## src/rtl/core/usbcf_pkg.sv

```systemverilog
`timescale 1ns / 1ps

package usbcf_pkg;

  localparam logic [7:0] TYPE_CONFIG    = 8'h02;
  localparam logic [7:0] TYPE_INTERFACE = 8'h04;
  localparam logic [7:0] TYPE_ENDPOINT  = 8'h05;
  localparam logic [7:0] XFER_MASK      = 8'h03;
  localparam logic [7:0] XFER_BULK      = 8'h02;
  localparam logic [7:0] DIR_IN         = 8'h80;
  localparam logic [15:0] DEFAULT_PACKET = 16'd64;
  localparam logic [7:0] MIN_LONG_DESC  = 8'd9;
  localparam logic [7:0] MIN_EP_DESC    = 8'd7;
  localparam logic [7:0] MIN_DESC       = 8'd2;
  localparam logic [7:0] DEFAULT_CONFIG = 8'd1;

  typedef struct packed {
    logic [7:0] desc_byte;
    logic       last_byte;
  } byte_item_t;

  typedef struct packed {
    logic        found;
    logic [7:0]  config_value;
    logic [7:0]  in_endpoint;
    logic [15:0] in_max_packet;
    logic [7:0]  out_endpoint;
    logic [15:0] out_max_packet;
  } result_t;

endpackage

```

## src/rtl/core/usbcf_in_stage.sv

```systemverilog
`timescale 1ns / 1ps

module usbcf_in_stage (
  input  logic                  clk,
  input  logic                  rst,
  input  logic                  s_axis_tvalid,
  output logic                  s_axis_tready,
  input  logic [7:0]            s_axis_tdata,
  input  logic                  s_axis_tlast,
  input  logic                  advance,
  output logic                  item_valid,
  output usbcf_pkg::byte_item_t item
);
  import usbcf_pkg::*;

  assign s_axis_tready = !item_valid || advance;

  always_ff @(posedge clk) begin
    if (rst) begin
      item_valid <= 1'b0;
    end else if (s_axis_tready) begin
      item_valid <= s_axis_tvalid;
    end
  end

  always_ff @(posedge clk) begin
    if (s_axis_tvalid && s_axis_tready) begin
      item.desc_byte <= s_axis_tdata;
      item.last_byte <= s_axis_tlast;
    end
  end

endmodule

```

## src/rtl/core/usbcf_parser.sv

```systemverilog
`timescale 1ns / 1ps

module usbcf_parser (
  input  logic                  clk,
  input  logic                  rst,
  input  logic                  advance,
  input  usbcf_pkg::byte_item_t item,
  output logic                  result_load,
  output usbcf_pkg::result_t    result
);
  import usbcf_pkg::*;

  logic [7:0]       pos_in_desc, pos_in_desc_next;
  logic [7:0]       desc_length, desc_length_next;
  logic [7:0]       desc_kind, desc_kind_next;
  logic [3:0][7:0]  held_bytes, held_bytes_next;
  logic             parse_stopped, parse_stopped_next;
  logic [7:0]       current_alt, current_alt_next;
  logic [7:0]       best_in_addr, best_in_addr_next;
  logic [15:0]      best_in_size, best_in_size_next;
  logic [7:0]       best_out_addr, best_out_addr_next;
  logic [15:0]      best_out_size, best_out_size_next;
  logic [7:0]       chosen_config, chosen_config_next;

  logic [7:0]  b;
  logic [1:0]  held_idx;
  logic        commit;
  logic [15:0] ep_size;

  assign b        = item.desc_byte;
  assign held_idx = 2'(pos_in_desc[1:0] - 2'd2);

  always_comb begin
    pos_in_desc_next   = pos_in_desc;
    desc_length_next   = desc_length;
    desc_kind_next     = desc_kind;
    held_bytes_next    = held_bytes;
    parse_stopped_next = parse_stopped;
    current_alt_next   = current_alt;
    best_in_addr_next  = best_in_addr;
    best_in_size_next  = best_in_size;
    best_out_addr_next = best_out_addr;
    best_out_size_next = best_out_size;
    chosen_config_next = chosen_config;
    commit             = 1'b0;
    ep_size            = '0;

    if (!parse_stopped) begin
      if (pos_in_desc == 8'd0 && b < MIN_DESC) begin
        parse_stopped_next = 1'b1;
      end else begin
        if (pos_in_desc == 8'd0) begin
          desc_length_next = b;
        end else if (pos_in_desc == 8'd1) begin
          desc_kind_next = b;
        end else if (pos_in_desc <= 8'd5) begin
          held_bytes_next[held_idx] = b;
        end
        commit = ({1'b0, pos_in_desc} + 9'd1) == {1'b0, desc_length_next};
        pos_in_desc_next = commit ? 8'd0 : 8'(pos_in_desc + 8'd1);
      end
    end

    // sub-descriptor complete: apply its effect
    ep_size = {held_bytes_next[3], held_bytes_next[2]};
    if (ep_size == 16'd0) begin
      ep_size = DEFAULT_PACKET;
    end
    if (commit) begin
      if (desc_kind_next == TYPE_CONFIG && desc_length_next >= MIN_LONG_DESC) begin
        chosen_config_next = (held_bytes_next[3] != 8'd0) ? held_bytes_next[3]
                                                           : DEFAULT_CONFIG;
      end else if (desc_kind_next == TYPE_INTERFACE
                   && desc_length_next >= MIN_LONG_DESC) begin
        current_alt_next = held_bytes_next[1];
      end else if (desc_kind_next == TYPE_ENDPOINT && desc_length_next >= MIN_EP_DESC
                   && current_alt == 8'd0) begin
        if ((held_bytes_next[1] & XFER_MASK) == XFER_BULK) begin
          if ((held_bytes_next[0] & DIR_IN) != 8'd0) begin
            best_in_addr_next = held_bytes_next[0];
            best_in_size_next = ep_size;
          end else begin
            best_out_addr_next = held_bytes_next[0];
            best_out_size_next = ep_size;
          end
        end
      end
    end

    result.found        = best_in_addr_next != 8'd0 && best_out_addr_next != 8'd0;
    result.config_value = chosen_config_next;
    result.in_endpoint    = result.found ? best_in_addr_next  : 8'd0;
    result.in_max_packet  = result.found ? best_in_size_next  : 16'd0;
    result.out_endpoint   = result.found ? best_out_addr_next : 8'd0;
    result.out_max_packet = result.found ? best_out_size_next : 16'd0;
  end

  assign result_load = advance && item.last_byte;

  always_ff @(posedge clk) begin
    if (rst || result_load) begin
      pos_in_desc   <= '0;
      desc_length   <= '0;
      desc_kind     <= '0;
      held_bytes    <= '0;
      parse_stopped <= 1'b0;
      current_alt   <= '0;
      best_in_addr  <= '0;
      best_in_size  <= '0;
      best_out_addr <= '0;
      best_out_size <= '0;
      chosen_config <= DEFAULT_CONFIG;
    end else if (advance) begin
      pos_in_desc   <= pos_in_desc_next;
      desc_length   <= desc_length_next;
      desc_kind     <= desc_kind_next;
      held_bytes    <= held_bytes_next;
      parse_stopped <= parse_stopped_next;
      current_alt   <= current_alt_next;
      best_in_addr  <= best_in_addr_next;
      best_in_size  <= best_in_size_next;
      best_out_addr <= best_out_addr_next;
      best_out_size <= best_out_size_next;
      chosen_config <= chosen_config_next;
    end
  end

  a_pos_within_length: assert property (@(posedge clk) disable iff (rst)
    pos_in_desc != 8'd0 |-> pos_in_desc < desc_length)
    else $error("position past sub-descriptor length");

  a_stopped_at_start: assert property (@(posedge clk) disable iff (rst)
    parse_stopped |-> pos_in_desc == 8'd0)
    else $error("parse stopped mid sub-descriptor");

  a_config_nonzero: assert property (@(posedge clk) disable iff (rst)
    chosen_config != 8'd0)
    else $error("configuration value zero");

  a_clear_after_result: assert property (@(posedge clk) disable iff (rst)
    result_load |=> pos_in_desc == 8'd0 && !parse_stopped && best_in_addr == 8'd0
                    && best_out_addr == 8'd0)
    else $error("state not cleared after result");

endmodule

```

## src/rtl/core/usbcf_out_stage.sv

```systemverilog
`timescale 1ns / 1ps

module usbcf_out_stage (
  input  logic               clk,
  input  logic               rst,
  input  logic               result_load,
  input  usbcf_pkg::result_t result,
  output logic               out_free,
  output logic               m_axis_tvalid,
  input  logic               m_axis_tready,
  output logic [55:0]        m_axis_tdata,
  output logic               m_axis_tuser
);
  import usbcf_pkg::*;

  result_t held;

  assign out_free = !m_axis_tvalid || m_axis_tready;

  always_ff @(posedge clk) begin
    if (rst) begin
      m_axis_tvalid <= 1'b0;
    end else if (out_free) begin
      m_axis_tvalid <= result_load;
    end
  end

  always_ff @(posedge clk) begin
    if (result_load && out_free) begin
      held <= result;
    end
  end

  assign m_axis_tdata = {held.out_max_packet, held.out_endpoint, held.in_max_packet,
                         held.in_endpoint, held.config_value};
  assign m_axis_tuser = held.found;

endmodule

```

## src/rtl/core/usb_config_desc_bulk_endpoint_finder_top.sv

```systemverilog
`timescale 1ns / 1ps

// scans a usb configuration descriptor for a bulk in / bulk out endpoint pair
// input stream: one descriptor byte per item on s_axis, tlast on the final byte
// output stream: one item per descriptor, sent for the item carrying tlast
// the byte is registered on accept and parsed from that register straight into
// the output register, so a result passes the input register and then the output
// register, where it becomes visible
// throughput is one byte per cycle while no final byte waits for the output register;
// the per-byte parse is field latching plus the commit compare, no loop
// reset clears all parse state; the configuration value defaults to 1
// a stalled m_axis only holds back a final byte: ordinary bytes keep flowing
// while a finished result waits, and s_axis_tready drops only when another
// final byte needs the occupied output register
module usb_config_desc_bulk_endpoint_finder_top (
  input  logic        clk,
  input  logic        rst,
  input  logic        s_axis_tvalid,
  output logic        s_axis_tready,
  input  logic [7:0]  s_axis_tdata,   // desc_byte
  input  logic        s_axis_tlast,
  output logic        m_axis_tvalid,
  input  logic        m_axis_tready,
  // config_value, in_endpoint, in_max_packet, out_endpoint, out_max_packet
  output logic [55:0] m_axis_tdata,
  output logic        m_axis_tuser    // found
);
  import usbcf_pkg::*;

  logic       item_valid;
  byte_item_t item;
  logic       advance;
  logic       out_free;
  logic       result_load;
  result_t    result;

  assign advance = item_valid && (!item.last_byte || out_free);

  usbcf_in_stage u_in (
    .clk           (clk),
    .rst           (rst),
    .s_axis_tvalid (s_axis_tvalid),
    .s_axis_tready (s_axis_tready),
    .s_axis_tdata  (s_axis_tdata),
    .s_axis_tlast  (s_axis_tlast),
    .advance       (advance),
    .item_valid    (item_valid),
    .item          (item)
  );

  usbcf_parser u_parser (
    .clk         (clk),
    .rst         (rst),
    .advance     (advance),
    .item        (item),
    .result_load (result_load),
    .result      (result)
  );

  usbcf_out_stage u_out (
    .clk           (clk),
    .rst           (rst),
    .result_load   (result_load),
    .result        (result),
    .out_free      (out_free),
    .m_axis_tvalid (m_axis_tvalid),
    .m_axis_tready (m_axis_tready),
    .m_axis_tdata  (m_axis_tdata),
    .m_axis_tuser  (m_axis_tuser)
  );

endmodule
```

## config.mk

```make
export PLATFORM = sky130hd
export DESIGN_NAME = usb_config_desc_bulk_endpoint_finder_top
export DESIGN_NICKNAME = d
export VERILOG_FILES = /design/src/rtl/core/usbcf_pkg.sv /design/src/rtl/core/usbcf_in_stage.sv /design/src/rtl/core/usbcf_parser.sv /design/src/rtl/core/usbcf_out_stage.sv /design/src/rtl/core/usb_config_desc_bulk_endpoint_finder_top.sv
export SDC_FILE = /design/constraint.sdc
export NUM_CORES = 1
export LEC_CHECK = 0
export BUFFER_PORTS_ARGS = -buffer_cell sky130_fd_sc_hd__buf_4
export CAP_MARGIN = 10
export CELL_PAD_IN_SITES_DETAIL_PLACEMENT = 0
export CELL_PAD_IN_SITES_GLOBAL_PLACEMENT = 1
export CORE_MARGIN = 2
export CORE_UTILIZATION = 42
export CTS_CLUSTER_SIZE = 30
export DETAILED_ROUTE_END_ITERATION = 6
export GPL_TIMING_DRIVEN = 0
export HOLD_SLACK_MARGIN = 0.03
export PLACE_DENSITY = 0.82
export SYNTH_ARGS = -nofsm -noshare
export SYNTH_HDL_FRONTEND = slang
export SYNTH_HIERARCHICAL = 1
export SYNTH_SLANG_ARGS = --single-unit
```

## constraint.sdc

```tcl
create_clock -name clk -period 3.6 [get_ports clk]
set_clock_uncertainty 0.05 [all_clocks]
set_input_delay 0.36 -clock clk [delete_from_list [all_inputs] [get_ports clk]]
set_output_delay 0.36 -clock clk [all_outputs]
set_load 0.01 [all_outputs]
```

==> results of run 1 <==
==> worst paths after layout <==
check	from	depth (start not counted)	endpoint	slack, ps
max	u_parser/pos_in_desc[0]	13	u_out/m_axis_tdata[21]	130
min	s_axis_tdata[2]	1	u_in/item[3]	40
max reg2reg	u_parser/pos_in_desc[0]	13	u_out/m_axis_tdata[21]	130
min reg2reg	u_parser/desc_kind[6]	2	u_parser/desc_kind[6]	410
==> through the flow <==
step | utilization | setup WS, ps | instance area (um^2)
after floorplan | - | 16.3 | 8780
after global placement | 0.474 | -938 | 9650
after detailed placement | 0.474 | -930 | 9650
after CTS | 0.510 | 18.3 | 10400
after global routing | 0.518 | 3.88 | 10600
final | 0.518 | 128 | 10600
==> power by group <==
part           total (uW)  switching (uW)  internal (uW)
Clock                1940             889           1050
Combinational         411             261            150
Sequential           2300            34.7           2260
==> worst max-delay path, delay by kind of cell (launching register included) <==
kind / cells / cell delay, ps
mux: 1 / 380
flops: 1 / 390
buf+inv: 5 / 680
fa+ha+maj: 1 / 180
compound gates: 2 / 340
simple gates: 4 / 1200
==> layer usage <==
| metal | GRT usage | up-vias | share of wire |
|---|---|---|---|
| met4 | 0.0548 | 0 | 0.016 |
| met5 | 0 | - | 0 |
| met3 | 0.0356 | 28 | 0.045 |
| met2 | 0.340 | 212 | 0.47 |
| li1 | - | 3582 | - |
| met1 | 0.309 | 3537 | 0.47 |
==> sequential cells by signal, indices dropped and copies added (netlist names) <==
| name | flops |
|---|---|
| u_parser/parse_stopped | 1 |
| u_parser/pos_in_desc | 8 |
| u_out/m_axis_tdata | 56 |
| u_parser/best_in_size | 16 |
| u_in/item_valid | 1 |
| u_parser/best_out_size | 16 |
| u_parser/current_alt | 8 |
| u_out/m_axis_tvalid | 1 |
| u_parser/desc_kind | 8 |
| u_parser/held_bytes | 32 |
| u_parser/chosen_config | 8 |
| u_in/item | 9 |
| u_parser/desc_length | 8 |
| u_parser/best_out_addr | 8 |
| u_out/m_axis_tuser | 1 |
| u_parser/best_in_addr | 8 |
==> synth_stat cells (4+ instances only) <==
cell type and number:
a211oi_1 21, a21oi_1 65, a31oi_1 8, and3_1 8
buf_2 20, clkbuf_1 47, dfxtp_1 123, edfxtp_1 66
ha_1 5, inv_1 7, mux2_2 26, mux2i_1 66
nand2_1 92, nand3_1 81, nand4_1 12, nor2_1 134
nor2b_1 4, nor3_1 22, nor4_1 16, o211ai_1 4
o21a_1 5, o21ai_0 28, o31ai_1 8, or3_1 4
or4_1 4
==> kinds of logic (layout without fill, tap and decap cells) <==
kind of cell,count (synthesis),count (layout),synth area share
and+or+nand+nor,406,407,0.223
DFF,189,189,0.506
AOI/OAI and AO/OA,163,163,0.114
muxes,93,93,0.110
buffers and inverters,80,197,0.0379
adders and majority gates,5,5,0.00712
xor gates and xnor gates,2,2,0.00199
==> what timing repair did <==
item                       in CTS  in global routing
buffers inserted                9                  7
setup endpoints to repair     127                 92
resized for setup              18                 40
pin swaps                       3                  2
gates cloned                    0                  3
hold buffers                    0                  0
==> area by class of cell <==
class	instances	area, um^2	area share
Inverter	8	32.5	0.00308
Buffer	68	315	0.0299
Sequential cell	189	4450	0.422
Multi-Input combinational cell	670	4130	0.391
Timing Repair Buffer	89	684	0.0649
Clock inverter	15	178	0.0168
Tap cell	270	338	0.0320
Clock buffer	17	425	0.0403
==> flow_metrics.py, run 1 <==
metrics = {
    "outcome": {
        "status": "completed",
    },
    "floorplanning": {
        "die_y_um": 149,
        "rows": 52,
        "initial_core_util": 0.431,
        "core_area_um2": 20400,
        "fp.dieArea_um2": 22100,
        "ios": 72,
        "fp.dieW_um": 149,
    },
    "final_layout": {
        "finalNonFillerCells": 1326,
        "layout_common_cells": "134 x nor2_1, 121 x dfxtp_1, 92 x nand2_1",
        "nets": 1061,
        "final_layout_size_suffix_gt1_frac": 0.202,
        "final_common_cell": "nor2_1",
        "syn2layout_area_growth_pct": 20.1,
        "nFillCells": 1902,
        "antennaDiodeCount": 0,
    },
    "setup_path": {
        "critPathLaunchType": "flip-flop",
        "worstPathRequired_ps": 3730,
        "crit_slowest_cell": "or4_4",
        "crit_chain": "inv_4 > ha_4 > clkbuf_2 > a311o_1 > and4_1 > or4_4 > nor4_4 > buf_6 > and4_1 > buf_6 > mux2i_4 > buf_6 > a21oi_1",
        "crit_top_cell": "buf_6",
        "worstSetupEndpointType": "flip-flop",
        "crit_path_max_incr_delay_ps": 530,
        "path_max_fanout": 7,
        "arrival_ps": 3600,
        "critical_path_class": "reg -> reg",
    },
    "power_and_ir_drop": {
        "ir_drop_v": 0.000359,
        "power.density_nw_per_um2": 441,
        "finalPower_uw": 4650,
        "p_leak_uw": 0.00393,
    },
    "synth": {
        "seq_area_frac_synth": 0.506,
        "synth_top_area_cell": "dfxtp_1",
        "synth_cells": 938,
        "ys_types": 62,
        "ys_ff_latch": 189,
        "synth_enable_flop_cells": 66,
        "synth_area_um2": 8780,
        "synth_nets": 956,
        "async_reset_ff_frac": 0,
        "synth_top_flop_cell": "dfxtp_1",
        "yosys_warnings": 6,
        "yosys-top-cells-area": "dfxtp_1 28%, edfxtp_1 23%, mux2i_1 7.5%",
        "syn_avg_cell_area_um2": 9.36,
        "synth.top_cell.area_share": 0.280,
    },
    "cts": {
        "cts_root_buffer": "clkbuf_16",
        "cts_buffer_depth": 2,
        "tritoncts": "built",
        "htree_levels": 4,
        "cts_sinks": 189,
        "numCtsBuffers": 17,
        "clkSlewWorstSetupHoldPaths_ps": 80,
        "clock_latency_ps": 440,
    },
    "worst_hold_path": {
        "min_path_type": "in -> reg",
    },
    "detailed_routing": {
        "first_pass_iters": 5,
        "route.vias.total": 7359,
        "avgRoutedWirePerCell_um": 17.7,
        "detail-route-antenna-nets": 0,
        "drc": 0,
        "wl_um": 23500,
        "drtIter0Drc": 647,
        "vias_per_cell": 5.55,
    },
    "sta": {
        "setup_viol": 0,
        "grt_setup_unrepaired": "false",
        "period_needed_ps": 3470,
        "tns_ps": 0,
        "slew_violations": 0,
        "timing.hold.ws_ps": 40.9,
        "layout_worst_path_cycle_share": 0.964,
        "hold_viol": 0,
        "slew_headroom": 0.454,
        "tightest_slew_ps": 814,
        "fmax_mhz": 288,
    },
    "placement": {
        "hpwl_um": 16400,
        "place_congestion": 0.838,
        "place_inst": 1279,
        "portBuffers": 71,
    },
    "global_route": {
        "antenna_found_initial": 0,
        "grt_pass1_vias": 6668,
        "grtUsageTotal": 0.215,
        "grt_pass1_wl_um": 37200,
        "grt_overflow_total": 0,
        "grt_max_degree": 58,
    },
    "job": {
        "cap_violations": 0,
    },
}
(Power assumes the default switching activity.)
==> inputs of run 2 (changes only) <==
CELL_PAD_IN_SITES_DETAIL_PLACEMENT = default   (was 0)
CELL_PAD_IN_SITES_GLOBAL_PLACEMENT = default   (was 1)
CORE_UTILIZATION = 54   (was 42)
==> run 2 against run 1 <==
Maximum frequency is 0.88% higher. Cell count is 4.2% lower. Die area is 22% lower. Register-to-register slack better by 30 ps. Via count is 5.7% higher. Sequential power hardly changed. Clock-buffer cell count stayed put. Highest routed layer unchanged. Largest cell class unchanged. Critical path depth is 2 lower.
==> flow_metrics.py, run 2 (same netlist as run 1, synthesis figures left out) <==
metrics = {
    "outcome": {
        "status": "completed",
    },
    "job": {
        "cap_violations": 0,
    },
    "final_layout": {
        "post-route-util": 0.657,
        "antennaDiodeCount": 0,
        "syn2layout_area_growth_pct": 18.8,
        "layout_common_cells": "134 x nor2_1, 121 x dfxtp_1, 92 x nand2_1",
        "largest_register_ffs": 56,
        "nFillCells": 1247,
        "final_layout_size_suffix_gt1_frac": 0.194,
        "final_common_cell": "nor2_1",
        "nets": 1059,
    },
    "sta": {
        "slew_violations": 0,
        "tns_ps": 0,
        "hold_viol": 0,
        "setup_viol": 0,
        "period_needed_ps": 3440,
        "slew_headroom": 0.192,
        "timing.hold.ws_ps": 41.2,
        "fmax_mhz": 291,
        "layout_worst_path_cycle_share": 0.956,
        "tightest_slew_ps": 1200,
    },
    "cts": {
        "numCtsBuffers": 17,
        "cts_root_buffer": "clkbuf_16",
        "clkSlewWorstSetupHoldPaths_ps": 80,
        "clock_latency_ps": 440,
        "cts_buffer_depth": 2,
        "cts_sinks": 189,
        "holdBufCountCts": 0,
        "tritoncts": "built",
        "htree_levels": 4,
    },
    "power_and_ir_drop": {
        "finalPower_uw": 4570,
        "ir_drop_v": 0.000332,
        "p_leak_uw": 0.00390,
        "power.density_nw_per_um2": 438,
    },
    "worst_hold_path": {
        "min_path_type": "in -> reg",
        "holdPathEnd": "u_in/item[7]",
        "holdPathStages": 1,
        "hold_start": "s_axis_tdata[6]",
    },
    "detailed_routing": {
        "first_pass_iters": 6,
        "route.vias.total": 7775,
        "wl_um": 23300,
        "drc": 0,
        "vias_per_cell": 6.12,
        "drtIter0Drc": 1022,
        "detail-route-antenna-nets": 0,
        "avgRoutedWirePerCell_um": 18.3,
    },
    "global_route": {
        "grt_pass1_vias": 7038,
        "grt_pass1_wl_um": 36100,
        "grt_max_degree": 58,
        "grtUsageTotal": 0.261,
        "grt_overflow_total": 0,
        "antenna_found_initial": 0,
    },
    "setup_path": {
        "crit_path_max_incr_delay_ps": 530,
        "worstPathRequired_ps": 3740,
        "crit_slowest_cell": "or4_4",
        "r2r-start": "u_parser/pos_in_desc[3]",
        "arrival_ps": 3590,
        "r2r_end": "u_out/m_axis_tdata[7]",
        "r2r_cells": 11,
        "path_buf_inv": 4,
        "critPathLaunchType": "flip-flop",
        "path_max_fanout": 10,
        "r2r_slack_ps": 160,
        "cp-startpoint": "u_parser/pos_in_desc[3]",
        "crit_top_cell": "buf_4",
        "crit_chain": "clkbuf_4 > nor3_4 > nand4_1 > and4_1 > or4_4 > nor4_4 > buf_4 > buf_4 > and3_1 > buf_4 > mux2_2",
        "critical_path_class": "reg -> reg",
        "critical-path-top-delay-family": "simple AND/OR/NAND/NOR gates",
        "worstSetupEndpointType": "flip-flop",
    },
    "floorplanning": {
        "core_area_um2": 15900,
        "initial_core_util": 0.553,
        "ios": 72,
        "fp.dieW_um": 132,
        "die_y_um": 132,
        "fp.dieArea_um2": 17300,
        "rows": 46,
    },
    "placement": {
        "portBuffers": 71,
        "hpwl_um": 15600,
        "place_congestion": 0.892,
    },
}
==> run 2: cell count changes in the layout (fill, tap and decap cells not counted), sizes merged <==
| cell | previous run | this run |
|---|---|---|
| buf | 113 | 109 |
| clkbuf | 61 | 64 |
| or4b | 2 | 1 |
| bufinv | 2 | 0 |
| clkinvlp | 0 | 1 |
| inv | 15 | 13 |
| clkinv | 6 | 9 |
==> run 2: repair_timing <==
action / 4_1_cts / 5_1_grt
setup endpoints to repair: 124 / 98
pin swaps: 2 / 4
gates cloned: 0 / 2
buffers inserted: 8 / 6
gates resized for setup: 16 / 31
==> run 2: area by class of cell <==
class | count | area, um^2 | share of cell area
multi-input cells | 669 | 4100 | 0.392
clock inverters | 15 | 174 | 0.0167
repair buffers | 87 | 664 | 0.0637
clock buffers | 17 | 425 | 0.0408
flip-flops and latches | 189 | 4450 | 0.426
inverters | 8 | 30.0 | 0.00288
plain buffers | 69 | 329 | 0.0315
well taps | 216 | 270 | 0.0259
==> run 2: power breakdown <==
part | leakage [uW] | internal [uW] | switching [uW]
Sequential | 0.00155 | 2260 | 35.0
Clock | 0.000290 | 935 | 926
Combinational | 0.00206 | 147 | 260
==> run 2: worst max path at each step <==
stage	to	cells after the start	slack (ps)
6_report	u_out/m_axis_tdata[7]	11	160
3_5_place_dp	u_out/m_axis_tdata[49]	11	-840
5_1_grt	u_parser/chosen_config[6]	12	-80
4_1_cts	u_parser/best_in_size[10]	12	-10
2_1_floorplan	u_out/m_axis_tuser	12	20
3_3_place_gp	u_out/m_axis_tdata[53]	11	-810
==> run 2: metal layers <==
layer / track usage / up-vias / share of wire
li1: - / 3595 / -
met1: 0.345 / 3681 / 0.41
met2: 0.424 / 440 / 0.48
met3: 0.0467 / 59 / 0.090
met4: 0.105 / 0 / 0.027
met5: 0 / - / 0
==> run 2: metrics by stage <==
step	cell area [um^2]	std cells	setup WS (ps)
after floorplan	8780	938	16.3
after global placement	9590	1225	-812
after detailed placement	9590	1225	-838
after CTS	10300	1263	-11.3
after global routing	10400	1270	-80.8
final	10400	1270	159
==> inputs of run 3 (changes only) <==
CORE_UTILIZATION = 56   (was 54)
CTS_BUF_LIST = sky130_fd_sc_hd__clkbuf_8   (was default)
PLACE_DENSITY = 0.84   (was 0.82)
==> run 3 against run 2 <==
Register-to-register slack got worse by 90 ps. Sequential share of layout area up 0.34 points. Flip-flop and latch count stayed put. Critical path type unchanged. Critical endpoint is now u_out/m_axis_tdata[18].
==> flow_metrics.py, run 3 (same netlist as run 1, synthesis figures left out) <==
metrics = {
    "setup_path": {
        "critical_path_class": "reg -> reg",
        "critPathLaunchType": "flip-flop",
        "arrival_ps": 3700,
        "path_buf_inv": 4,
        "worstSetupEndpointType": "flip-flop",
        "critical-path-top-delay-family": "simple AND/OR/NAND/NOR gates",
        "crit_top_cell": "buf_6",
        "path_max_fanout": 8,
        "crit_chain": "inv_4 > ha_4 > or4b_4 > o21ai_2 > nor4bb_4 > o211ai_1 > nor4_4 > buf_4 > and4_1 > buf_6 > mux2i_4 > buf_6 > a21oi_1",
        "crit_path_max_incr_delay_ps": 530,
        "crit_slowest_cell": "or4b_4",
        "worstPathRequired_ps": 3760,
    },
    "outcome": {
        "status": "completed",
    },
    "job": {
        "cap_violations": 0,
    },
    "floorplanning": {
        "rows": 45,
        "ios": 72,
        "initial_core_util": 0.576,
        "core_area_um2": 15300,
        "fp.dieW_um": 129,
        "fp.dieArea_um2": 16700,
        "die_y_um": 129,
    },
    "final_layout": {
        "finalNonFillerCells": 1277,
        "final_common_cell": "nor2_1",
        "syn2layout_area_growth_pct": 18.0,
        "regArea_um2": 4450,
        "largest_register_ffs": 56,
        "antennaDiodeCount": 0,
        "multi_input_area_um2": 4100,
        "nets": 1071,
        "final_layout_size_suffix_gt1_frac": 0.189,
        "layout_common_cells": "134 x nor2_1, 121 x dfxtp_1, 92 x nand2_1",
        "post-route-cell-area_um2": 10400,
        "post-route-util": 0.679,
        "nFillCells": 1128,
    },
    "global_route": {
        "grt_overflow_total": 0,
        "grt_max_degree": 58,
        "grtUsageTotal": 0.277,
        "grt_pass1_wl_um": 36100,
        "antenna_found_initial": 0,
        "grt_pass1_vias": 7071,
    },
    "cts": {
        "tritoncts": "built",
        "cts_sinks": 189,
        "numCtsBuffers": 17,
        "clock_latency_ps": 470,
        "cts_root_buffer": "clkbuf_8",
        "clkSlewWorstSetupHoldPaths_ps": 90,
        "htree_levels": 4,
        "cts_buffer_depth": 2,
    },
    "detailed_routing": {
        "avgRoutedWirePerCell_um": 18.1,
        "drtIter0Drc": 1194,
        "vias_per_cell": 6.07,
        "drc": 0,
        "detail-route-antenna-nets": 0,
        "route.vias.total": 7752,
        "wl_um": 23200,
        "first_pass_iters": 6,
    },
    "power_and_ir_drop": {
        "p_leak_uw": 0.00388,
        "finalPower_uw": 4120,
        "power.density_nw_per_um2": 397,
        "ir_drop_v": 0.000286,
    },
    "sta": {
        "setup_viol": 0,
        "fmax_mhz": 283,
        "grt_setup_unrepaired": "true",
        "hold_viol": 0,
        "period_needed_ps": 3530,
        "tightest_slew_ps": 777,
        "slew_headroom": 0.479,
        "layout_worst_path_cycle_share": 0.981,
        "slew_violations": 0,
    },
    "placement": {
        "portBuffers": 71,
        "place_inst": 1220,
        "placed_area_um2": 9580,
        "hpwl_um": 15500,
        "place_congestion": 0.948,
    },
    "worst_hold_path": {
        "min_path_type": "in -> reg",
    },
}
-- run 3: path summary, 6_finish.rpt --
check / cells after the start / start / slack (ps) / to
setup / recovery: 13 / u_parser/pos_in_desc[0] / 70 / u_out/m_axis_tdata[18]
hold reg to reg: 2 / u_parser/desc_kind[7] / 410 / u_parser/desc_kind[7]
hold / removal: 3 / m_axis_tready / 120 / u_out/m_axis_tvalid
setup reg to reg: 13 / u_parser/pos_in_desc[0] / 70 / u_out/m_axis_tdata[18]
-- run 3: area by class of cell --
cell class,instances,area share
clock inverter,14,0.0138
inverter,8,0.00338
timing repair buffer,100,0.0772
sequential,189,0.430
clock buffer,18,0.0239
buffer,68,0.0308
tap,211,0.0255
multi-input combinational,669,0.396
-- run 3: where the power goes --
part	total, uW	internal, uW	switching (uW)
clock	1390	639	756
sequential	2300	2260	36.6
combinational	424	159	265
total	4120	3060	1060
-- run 3: repair_timing --
| action | CTS | global route |
|---|---|---|
| cloned | 0 | 2 |
| endpoints found under the setup margin | 118 | 118 |
| endpoints found under the hold margin | 11 | 0 |
| setup buffers | 7 | 10 |
| hold buffers | 10 | 0 |
| resized for setup | 17 | 33 |
| pin swaps | 2 | 5 |
-- run 3: per-stage QoR --
| stage | worst slack, ps | setup TNS, ps | hold WS [ps] |
|---|---|---|---|
| after global routing | -82.6 | -2210 | 112 |
| after detailed placement | -677 | -42020 | 399 |
| after global placement | -721 | -41700 | 397 |
| final | 67.0 | 0 | 125 |
| after floorplan | 16.3 | 0 | 372 |
| after CTS | -1.98 | -1.98 | 79.5 |
-- run 3: metal layers --
layer	share of wire	vias up	global-route usage
met5	0	-	0
met4	0.031	0	0.118
met3	0.11	81	0.0603
met2	0.45	479	0.421
met1	0.41	3592	0.384
li1	-	3600	-
-- run 3: worst min-delay path: cells and delay by family --
| kind | cells | cell delay, ps |
|---|---|---|
| AO/OA/AOI/OAI | 1 | 50 |
| buffers and inverters | 1 | 80 |
| AND/OR/NAND/NOR | 1 | 120 |
